**src/rtl/gdbd_pkg.sv**
```systemverilog
// shared types, constants and calendar helpers for the gregorian date difference block
// no dependencies; used by the control, multiplier and top-level files

package gdbd_pkg;

  localparam int unsigned YEAR_W   = 14;
  localparam int unsigned MONTH_W  = 4;
  localparam int unsigned DAY_W    = 5;
  localparam int unsigned COUNT_W  = 22;
  localparam int unsigned STATUS_W = 2;

  // shared multiplier operand and product widths
  localparam int unsigned MUL_A_W = 15;
  localparam int unsigned MUL_B_W = 16;
  localparam int unsigned MUL_P_W = MUL_A_W + MUL_B_W;

  // day number width, wide enough for out-of-range years too
  localparam int unsigned DN_W = 24;
  // quotient by 100 of any year or shifted year (below 21184) stays below 256
  localparam int unsigned Q_W  = 8;

  localparam logic [YEAR_W-1:0]  YEAR_MAX   = YEAR_W'(9999);
  localparam logic [MONTH_W-1:0] MONTH_MAX  = MONTH_W'(12);
  localparam logic [MUL_A_W-1:0] YEAR_BIAS  = MUL_A_W'(4800);
  localparam logic [MUL_B_W-1:0] DAYS_YEAR  = MUL_B_W'(365);
  localparam logic [DN_W-1:0]    JDN_OFFSET = DN_W'(32045);

  // x / 100 == (x * DIV100_MUL) >> DIV100_SHIFT for every x below 2^15
  localparam logic [MUL_B_W-1:0] DIV100_MUL   = MUL_B_W'(41944);
  localparam int unsigned        DIV100_SHIFT = 22;

  localparam logic [STATUS_W-1:0] ST_OK       = STATUS_W'(0);
  localparam logic [STATUS_W-1:0] ST_BAD_DATE = STATUS_W'(1);
  localparam logic [STATUS_W-1:0] ST_REVERSED = STATUS_W'(2);

  typedef enum logic [1:0] {
    MSEL_Y_DIV   = 2'd0,
    MSEL_YY_DIV  = 2'd1,
    MSEL_YY_DAYS = 2'd2
  } mul_sel_t;

  typedef struct packed {
    mul_sel_t mul_sel;
    logic     date_sel;  // 0 start date, 1 end date
    logic     cap_qy;
    logic     cap_qyy;
    logic     cap_dn;
    logic     load_out;
  } gdbd_ctrl_t;

  // days before the shifted month (march-based), (153*mm+2)/5
  function automatic logic [8:0] month_offset(input logic [MONTH_W-1:0] mm);
    logic [8:0] r;
    case (mm)
      4'd0:    r = 9'd0;
      4'd1:    r = 9'd31;
      4'd2:    r = 9'd61;
      4'd3:    r = 9'd92;
      4'd4:    r = 9'd122;
      4'd5:    r = 9'd153;
      4'd6:    r = 9'd184;
      4'd7:    r = 9'd214;
      4'd8:    r = 9'd245;
      4'd9:    r = 9'd275;
      4'd10:   r = 9'd306;
      4'd11:   r = 9'd337;
      default: r = 9'd0;
    endcase
    return r;
  endfunction

  function automatic logic [DAY_W-1:0] month_len(input logic [MONTH_W-1:0] m,
                                                 input logic leap);
    logic [DAY_W-1:0] r;
    case (m)
      4'd1, 4'd3, 4'd5, 4'd7, 4'd8, 4'd10, 4'd12: r = DAY_W'(31);
      4'd4, 4'd6, 4'd9, 4'd11:                    r = DAY_W'(30);
      4'd2:    r = leap ? DAY_W'(29) : DAY_W'(28);
      default: r = DAY_W'(0);
    endcase
    return r;
  endfunction

endpackage

```
**src/rtl/gdbd_mul.sv**
```systemverilog
// shared multiplier with registered product
// depends on gdbd_pkg for operand widths

module gdbd_mul (
  input  logic                           clk,
  input  logic [gdbd_pkg::MUL_A_W-1:0]   a,
  input  logic [gdbd_pkg::MUL_B_W-1:0]   b,
  output logic [gdbd_pkg::MUL_P_W-1:0]   p_r
);

  logic [gdbd_pkg::MUL_P_W-1:0] p_nxt;

  assign p_nxt = gdbd_pkg::MUL_P_W'(a) * gdbd_pkg::MUL_P_W'(b);

  always_ff @(posedge clk) begin
    p_r <= p_nxt;
  end

endmodule

```
**src/rtl/gdbd_ctrl.sv**
```systemverilog
// sequencer that steps both dates through the shared multiplier
// depends on gdbd_pkg for the control struct and operand selects

module gdbd_ctrl (
  input  logic                 clk,
  input  logic                 rst_n,
  input  logic                 in_fire,
  input  logic                 out_free,
  output logic                 ready,
  output gdbd_pkg::gdbd_ctrl_t ctrl
);

  typedef enum logic [2:0] {
    S_IDLE,
    S_MY,
    S_MYY,
    S_M365,
    S_ACC,
    S_FIN
  } state_t;

  state_t state_r, state_nxt;
  logic   date_r, date_nxt;

  always_comb begin
    state_nxt = state_r;
    date_nxt  = date_r;
    case (state_r)
      S_IDLE: begin
        if (in_fire) begin
          state_nxt = S_MY;
          date_nxt  = 1'b0;
        end
      end
      S_MY:   state_nxt = S_MYY;
      S_MYY:  state_nxt = S_M365;
      S_M365: state_nxt = S_ACC;
      S_ACC: begin
        if (date_r) begin
          state_nxt = S_FIN;
        end else begin
          state_nxt = S_MY;
          date_nxt  = 1'b1;
        end
      end
      S_FIN: begin
        if (out_free) begin
          state_nxt = S_IDLE;
        end
      end
      default: state_nxt = S_IDLE;
    endcase
  end

  always_ff @(posedge clk) begin
    if (!rst_n) begin
      state_r <= S_IDLE;
      date_r  <= 1'b0;
    end else begin
      state_r <= state_nxt;
      date_r  <= date_nxt;
    end
  end

  always_comb begin
    ctrl.date_sel = date_r;
    ctrl.cap_qy   = (state_r == S_MYY);
    ctrl.cap_qyy  = (state_r == S_M365);
    ctrl.cap_dn   = (state_r == S_ACC);
    ctrl.load_out = (state_r == S_FIN) && out_free;
    case (state_r)
      S_MYY:   ctrl.mul_sel = gdbd_pkg::MSEL_YY_DIV;
      S_M365:  ctrl.mul_sel = gdbd_pkg::MSEL_YY_DAYS;
      default: ctrl.mul_sel = gdbd_pkg::MSEL_Y_DIV;
    endcase
  end

  assign ready = (state_r == S_IDLE);

endmodule

```
**src/rtl/gregorian_days_between_dates.sv**
```systemverilog
// one date pair at a time: a new beat is taken only after the last result is loaded;
//   each date takes three passes through the single shared multiplier
//   (year/100, shifted year/100, shifted year * 365) plus one sum
// a new beat is taken while the previous result still waits on the output register
// reset: synchronous active-low rst_n clears the sequencer and the output valid flag
// depends on gdbd_pkg, gdbd_mul and gdbd_ctrl

module gregorian_days_between_dates (
  input  logic        clk,
  input  logic        rst_n,
  // in_tdata from bit 0: start_year[14], start_month[4], start_day[5],
  //   end_year[14], end_month[4], end_day[5], two zero bits
  input  logic        in_tvalid,
  output logic        in_tready,
  input  logic [47:0] in_tdata,
  // out_tdata from bit 0: day_count[22], status[2]
  output logic        out_tvalid,
  input  logic        out_tready,
  output logic [23:0] out_tdata
);

  localparam int unsigned YW = gdbd_pkg::YEAR_W;
  localparam int unsigned MW = gdbd_pkg::MONTH_W;
  localparam int unsigned DW = gdbd_pkg::DAY_W;
  localparam int unsigned AW = gdbd_pkg::MUL_A_W;
  localparam int unsigned BW = gdbd_pkg::MUL_B_W;
  localparam int unsigned PW = gdbd_pkg::MUL_P_W;
  localparam int unsigned NW = gdbd_pkg::DN_W;
  localparam int unsigned QW = gdbd_pkg::Q_W;
  localparam int unsigned CW = gdbd_pkg::COUNT_W;
  localparam int unsigned SW = gdbd_pkg::STATUS_W;
  localparam int unsigned QS = gdbd_pkg::DIV100_SHIFT;

  gdbd_pkg::gdbd_ctrl_t ctrl;
  logic                 in_fire;
  logic                 out_free;

  // captured input dates
  logic [YW-1:0] sy_r, ey_r;
  logic [MW-1:0] sm_r, em_r;
  logic [DW-1:0] sd_r, ed_r;

  // working registers
  logic [QW-1:0] qy_r, qyy_r;       // year/100 and shifted year/100
  logic [NW-1:0] dn_s_r, dn_e_r;    // day numbers of start and end
  logic          ok_r, ok_nxt;      // both dates valid so far

  // output register
  logic          out_tvalid_r, out_tvalid_nxt;
  logic [CW-1:0] out_count_r, out_count_nxt;
  logic [SW-1:0] out_status_r, out_status_nxt;

  // selected date and derived terms
  logic [YW-1:0] y;
  logic [MW-1:0] m;
  logic [DW-1:0] d;
  logic          early;             // january or february, counts with previous year
  logic [AW-1:0] yy;
  logic [MW-1:0] mm;
  logic [AW-1:0] mul_a;
  logic [BW-1:0] mul_b;
  logic [PW-1:0] p_r;
  logic [NW-1:0] dn_sum;
  logic [YW-1:0] y_hundreds;
  logic          leap;
  logic          date_ok;

  assign in_fire  = in_tvalid && in_tready;
  assign out_free = !out_tvalid_r || out_tready;

  gdbd_ctrl u_ctrl (
    .clk      (clk),
    .rst_n    (rst_n),
    .in_fire  (in_fire),
    .out_free (out_free),
    .ready    (in_tready),
    .ctrl     (ctrl)
  );

  always_ff @(posedge clk) begin
    if (in_fire) begin
      sy_r <= in_tdata[13:0];
      sm_r <= in_tdata[17:14];
      sd_r <= in_tdata[22:18];
      ey_r <= in_tdata[36:23];
      em_r <= in_tdata[40:37];
      ed_r <= in_tdata[45:41];
    end
  end

  // date under work
  assign y = ctrl.date_sel ? ey_r : sy_r;
  assign m = ctrl.date_sel ? em_r : sm_r;
  assign d = ctrl.date_sel ? ed_r : sd_r;

  // march-based year: jan and feb belong to the previous year
  assign early = (m <= MW'(2));
  assign yy    = AW'(y) + gdbd_pkg::YEAR_BIAS - AW'(early);
  assign mm    = early ? (m + MW'(9)) : (m - MW'(3));

  // operand select for the shared multiplier
  always_comb begin
    case (ctrl.mul_sel)
      gdbd_pkg::MSEL_Y_DIV: begin
        mul_a = AW'(y);
        mul_b = gdbd_pkg::DIV100_MUL;
      end
      gdbd_pkg::MSEL_YY_DIV: begin
        mul_a = yy;
        mul_b = gdbd_pkg::DIV100_MUL;
      end
      gdbd_pkg::MSEL_YY_DAYS: begin
        mul_a = yy;
        mul_b = gdbd_pkg::DAYS_YEAR;
      end
      default: begin
        mul_a = yy;
        mul_b = gdbd_pkg::DAYS_YEAR;
      end
    endcase
  end

  gdbd_mul u_mul (
    .clk (clk),
    .a   (mul_a),
    .b   (mul_b),
    .p_r (p_r)
  );

  // quotients by 100 come from the top bits of the reciprocal product
  always_ff @(posedge clk) begin
    if (ctrl.cap_qy) begin
      qy_r <= p_r[QS+QW-1:QS];
    end
    if (ctrl.cap_qyy) begin
      qyy_r <= p_r[QS+QW-1:QS];
    end
  end

  // day number: 365*yy + yy/4 - yy/100 + yy/400 + month offset + day - offset
  assign dn_sum = NW'(p_r[NW-2:0]) + NW'(d) + NW'(gdbd_pkg::month_offset(mm))
                + NW'(yy[AW-1:2]) - NW'(qyy_r) + NW'(qyy_r[QW-1:2])
                - gdbd_pkg::JDN_OFFSET;

  // leap: divisible by 4, and either not by 100 or by 400 (y == 100*q and q%4 == 0)
  assign y_hundreds = (YW'(qy_r) << 6) + (YW'(qy_r) << 5) + (YW'(qy_r) << 2);
  assign leap       = (y[1:0] == 2'b00) && ((y != y_hundreds) || (qy_r[1:0] == 2'b00));

  assign date_ok = (y >= YW'(1)) && (y <= gdbd_pkg::YEAR_MAX)
                && (m >= MW'(1)) && (m <= gdbd_pkg::MONTH_MAX)
                && (d >= DW'(1)) && (d <= gdbd_pkg::month_len(m, leap));

  assign ok_nxt = ctrl.date_sel ? (ok_r && date_ok) : date_ok;

  always_ff @(posedge clk) begin
    if (ctrl.cap_dn) begin
      ok_r <= ok_nxt;
      if (ctrl.date_sel) begin
        dn_e_r <= dn_sum;
      end else begin
        dn_s_r <= dn_sum;
      end
    end
  end

  // final compare and difference
  always_comb begin
    out_tvalid_nxt = out_tvalid_r;
    out_count_nxt  = out_count_r;
    out_status_nxt = out_status_r;
    if (out_tvalid_r && out_tready) begin
      out_tvalid_nxt = 1'b0;
    end
    if (ctrl.load_out) begin
      out_tvalid_nxt = 1'b1;
      if (!ok_r) begin
        out_status_nxt = gdbd_pkg::ST_BAD_DATE;
        out_count_nxt  = '0;
      end else if (dn_e_r < dn_s_r) begin
        out_status_nxt = gdbd_pkg::ST_REVERSED;
        out_count_nxt  = '0;
      end else begin
        out_status_nxt = gdbd_pkg::ST_OK;
        out_count_nxt  = CW'(dn_e_r - dn_s_r);
      end
    end
  end

  always_ff @(posedge clk) begin
    if (!rst_n) begin
      out_tvalid_r <= 1'b0;
    end else begin
      out_tvalid_r <= out_tvalid_nxt;
    end
    out_count_r  <= out_count_nxt;
    out_status_r <= out_status_nxt;
  end

  assign out_tvalid = out_tvalid_r;
  assign out_tdata  = {out_status_r, out_count_r};

endmodule

```
**config.mk**
```make
export PLATFORM = sky130hd
export DESIGN_NAME = gregorian_days_between_dates
export DESIGN_NICKNAME = d
export VERILOG_FILES = /design/src/rtl/gdbd_pkg.sv /design/src/rtl/gdbd_mul.sv /design/src/rtl/gdbd_ctrl.sv /design/src/rtl/gregorian_days_between_dates.sv
export SDC_FILE = /design/constraint.sdc
export NUM_CORES = 1
export LEC_CHECK = 0
export BUFFER_PORTS_ARGS = -buffer_cell sky130_fd_sc_hd__buf_2
export CORE_MARGIN = 8
export CORE_UTILIZATION = 58
export CTS_BUF_LIST = sky130_fd_sc_hd__clkbuf_16
export CTS_CLUSTER_DIAMETER = 120
export DETAILED_ROUTE_END_ITERATION = 10
export GPL_TIMING_DRIVEN = 0
export PLACE_DENSITY = 0.84
export SETUP_SLACK_MARGIN = 0.3
export SYNTH_ARGS = -nofsm -noshare
export SYNTH_HDL_FRONTEND = slang
export SYNTH_HIERARCHICAL = 1
export SYNTH_SLANG_ARGS = --single-unit
export TNS_END_PERCENT = 20
```
**constraint.sdc**
```tcl
create_clock -name clk -period 8.8 [get_ports clk]
set_input_delay 1.76 -clock clk [delete_from_list [all_inputs] [get_ports clk]]
set_output_delay 1.76 -clock clk [all_outputs]
set_load 0.1 [all_outputs]
```
==> impl_metrics.json <==
{
  "max_slew_margin_pct": 14.1,
  "cp.required_ns": 9.16,
  "postCtsHoldBufs": 0,
  "vias": 14000,
  "first_global_vias": 14400,
  "nNetsFinal": 2543,
  "row_count": 65,
  "rsz0062_at_grt": "true",
  "fmax_mhz": 117,
  "cap_violations": 0,
  "wire_per_inst_um": 18.4,
  "initial_utilization_pct": 58.7,
  "drtAntennaViolNets": 0,
  "netlist_area_sq_um": 18500,
  "h-tree-depth": 4,
  "fin_crit_ns": 8.54,
  "cpMostUsedCell": "fa_1",
  "setup_viol": 0,
  "place_inst": 2360,
  "dieArea_sq_um": 37900,
  "cts_inserted_buffers": 17,
  "ctsRootBufferMaster": "clkbuf_16",
  "drt-total-wl_um": 45400,
  "nFillCells": 2141,
  "route.detailed.drc": 0,
  "cpPeakStageDelay_ns": 0.60,
  "die_x_um": 195,
  "grt_first_pass_wirelength_um": 71100,
  "cts_tree": "yes",
  "grt_use_total_pct": 23.2,
  "tightest_slew_ns": 1.29,
  "outcome": "finished, final reports clean",
  "clockBufferDepth": 2,
  "cts_sinks": 170,
  "core-area_sq_um": 31600,
  "postPlaceCellArea_sq_um": 19700,
  "critPathSlowestCell": "fa_1",
  "syn_inst": 1835,
  "io_buffers": 75,
  "cp.arrival_ns": 8.90,
  "n_antenna_cell": 0,
  "grt_max_degree": 45,
  "end_kind": "flip-flop",
  "hold_class": "flip-flop to flip-flop",
  "synth.avg_cell_area_sq_um": 10.1,
  "area_delta_synth_final_pct": 16.7,
  "place.gp.congestion": 0.920,
  "finalCritPeriodShare_pct": 97.1,
  "avgViaCountPerCell": 5.69,
  "ios": 78,
  "finalMaxSlewViolations": 0,
  "synth_warnings": 6,
  "worstSetupStartpointType": "flip-flop",
  "hpwl_um": 33600,
  "dr.pass1.iters": 7,
  "fin_cells": 2467,
  "path_class": "flip-flop to flip-flop",
  "finalInstanceArea_sq_um": 21600,
  "hold_violations": 0,
  "drt_iter0_drc": 957,
  "cts.clk_slew.worst_paths_ns": 0.07,
  "crit_fanout": 5,
  "skew_ns": 0.0164,
  "clk-insertion-delay-late_ns": 0.45,
  "antenna_found_initial": 0,
  "drive_above_1_share_pct": 16.7,
  "fp.dieH_um": 195,
  "gr-total-overflow": 0
}
[worst max-delay path, delay by kind of cell (launching register included)]
family                   cells  cell delay [ns]
adder cells (fa/ha/maj)     10             4.11
AND/OR/NAND/NOR              8             1.41
buffers and inverters       13             1.32
AO/OA/AOI/OAI                5             0.70
XOR/XNOR                     2             0.36
flip-flops                   1             0.33
multiplexers                 1             0.21
[registers in the layout (all words and copies together) (netlist names)]
register / flops
em_r: 4
out_count_r: 22
u_mul/p_r: 30
sd_r: 5
sm_r: 4
ok_r: 1
u_ctrl/date_r: 1
qy_r: 8
out_status_r: 2
ed_r: 5
dn_e_r: 24
out_tvalid: 1
sy_r: 14
qyy_r: 8
ey_r: 14
dn_s_r: 24
u_ctrl/state_r: 3
[per-stage QoR]
stage	setup WS [ns]	TNS [ns]	hold slack [ns]	util [%]
after detailed placement	-1.68	-18.87	0.466	62.3
after global routing	-0.0139	-0.0139	0.495	68.5
after global placement	-1.53	-16.07	0.470	62.2
final	0.259	0	0.477	68.5
after floorplan	0.338	0	0.404	-
after CTS	0.301	0	0.479	66.7
[final timing paths]
path                      start             to  slack, ns  cells after the start
hold reg to reg   u_mul/p_r[25]       qyy_r[3]       0.48                      0
setup reg to reg  u_ctrl/date_r  u_mul/p_r[24]       0.26                     39
setup / recovery  u_ctrl/date_r  u_mul/p_r[24]       0.26                     39
hold / removal    u_mul/p_r[25]       qyy_r[3]       0.48                      0
[area by class of cell]
cell class | instances | area, sq um | share of cell area [%]
buffer | 53 | 385 | 1.78
clock buffer | 18 | 450 | 2.08
clock inverter | 14 | 125 | 0.579
inverter | 335 | 1260 | 5.81
multi-input combinational | 1323 | 13100 | 60.7
sequential | 170 | 4760 | 22.0
tap | 402 | 503 | 2.33
timing repair buffer | 152 | 1020 | 4.72
[routing by layer]
layer	GRT usage, %	wire [um]	vias up
li1	-	-	6354
met2	40.5	23100	596
met1	27.3	17200	6901
met5	0	0	-
met3	3.39	2700	177
met4	12.7	2460	0
[layout by cell type, fill, tap and decap left out, drive strengths merged, types with 51 or more instances in the layout]
| cell | n |
|---|---|
| a21oi | 77 |
| and2 | 153 |
| buf | 172 |
| clkbuf | 51 |
| edfxtp | 135 |
| fa | 216 |
| ha | 223 |
| inv | 347 |
| nand2 | 145 |
| nor2 | 77 |
| o21ai | 52 |
| xnor2 | 63 |
[what timing repair did]
| item | 4_1_cts | 5_1_grt |
|---|---|---|
| gates resized for setup | 111 | 83 |
| setup endpoints to repair | 21 | 18 |
| buffers inserted | 44 | 30 |
| pin swaps | 57 | 64 |
| gates cloned | 0 | 1 |
Power is not shown: default switching activity piles up to over one toggle a cycle in this logic, so the estimate is an artifact.
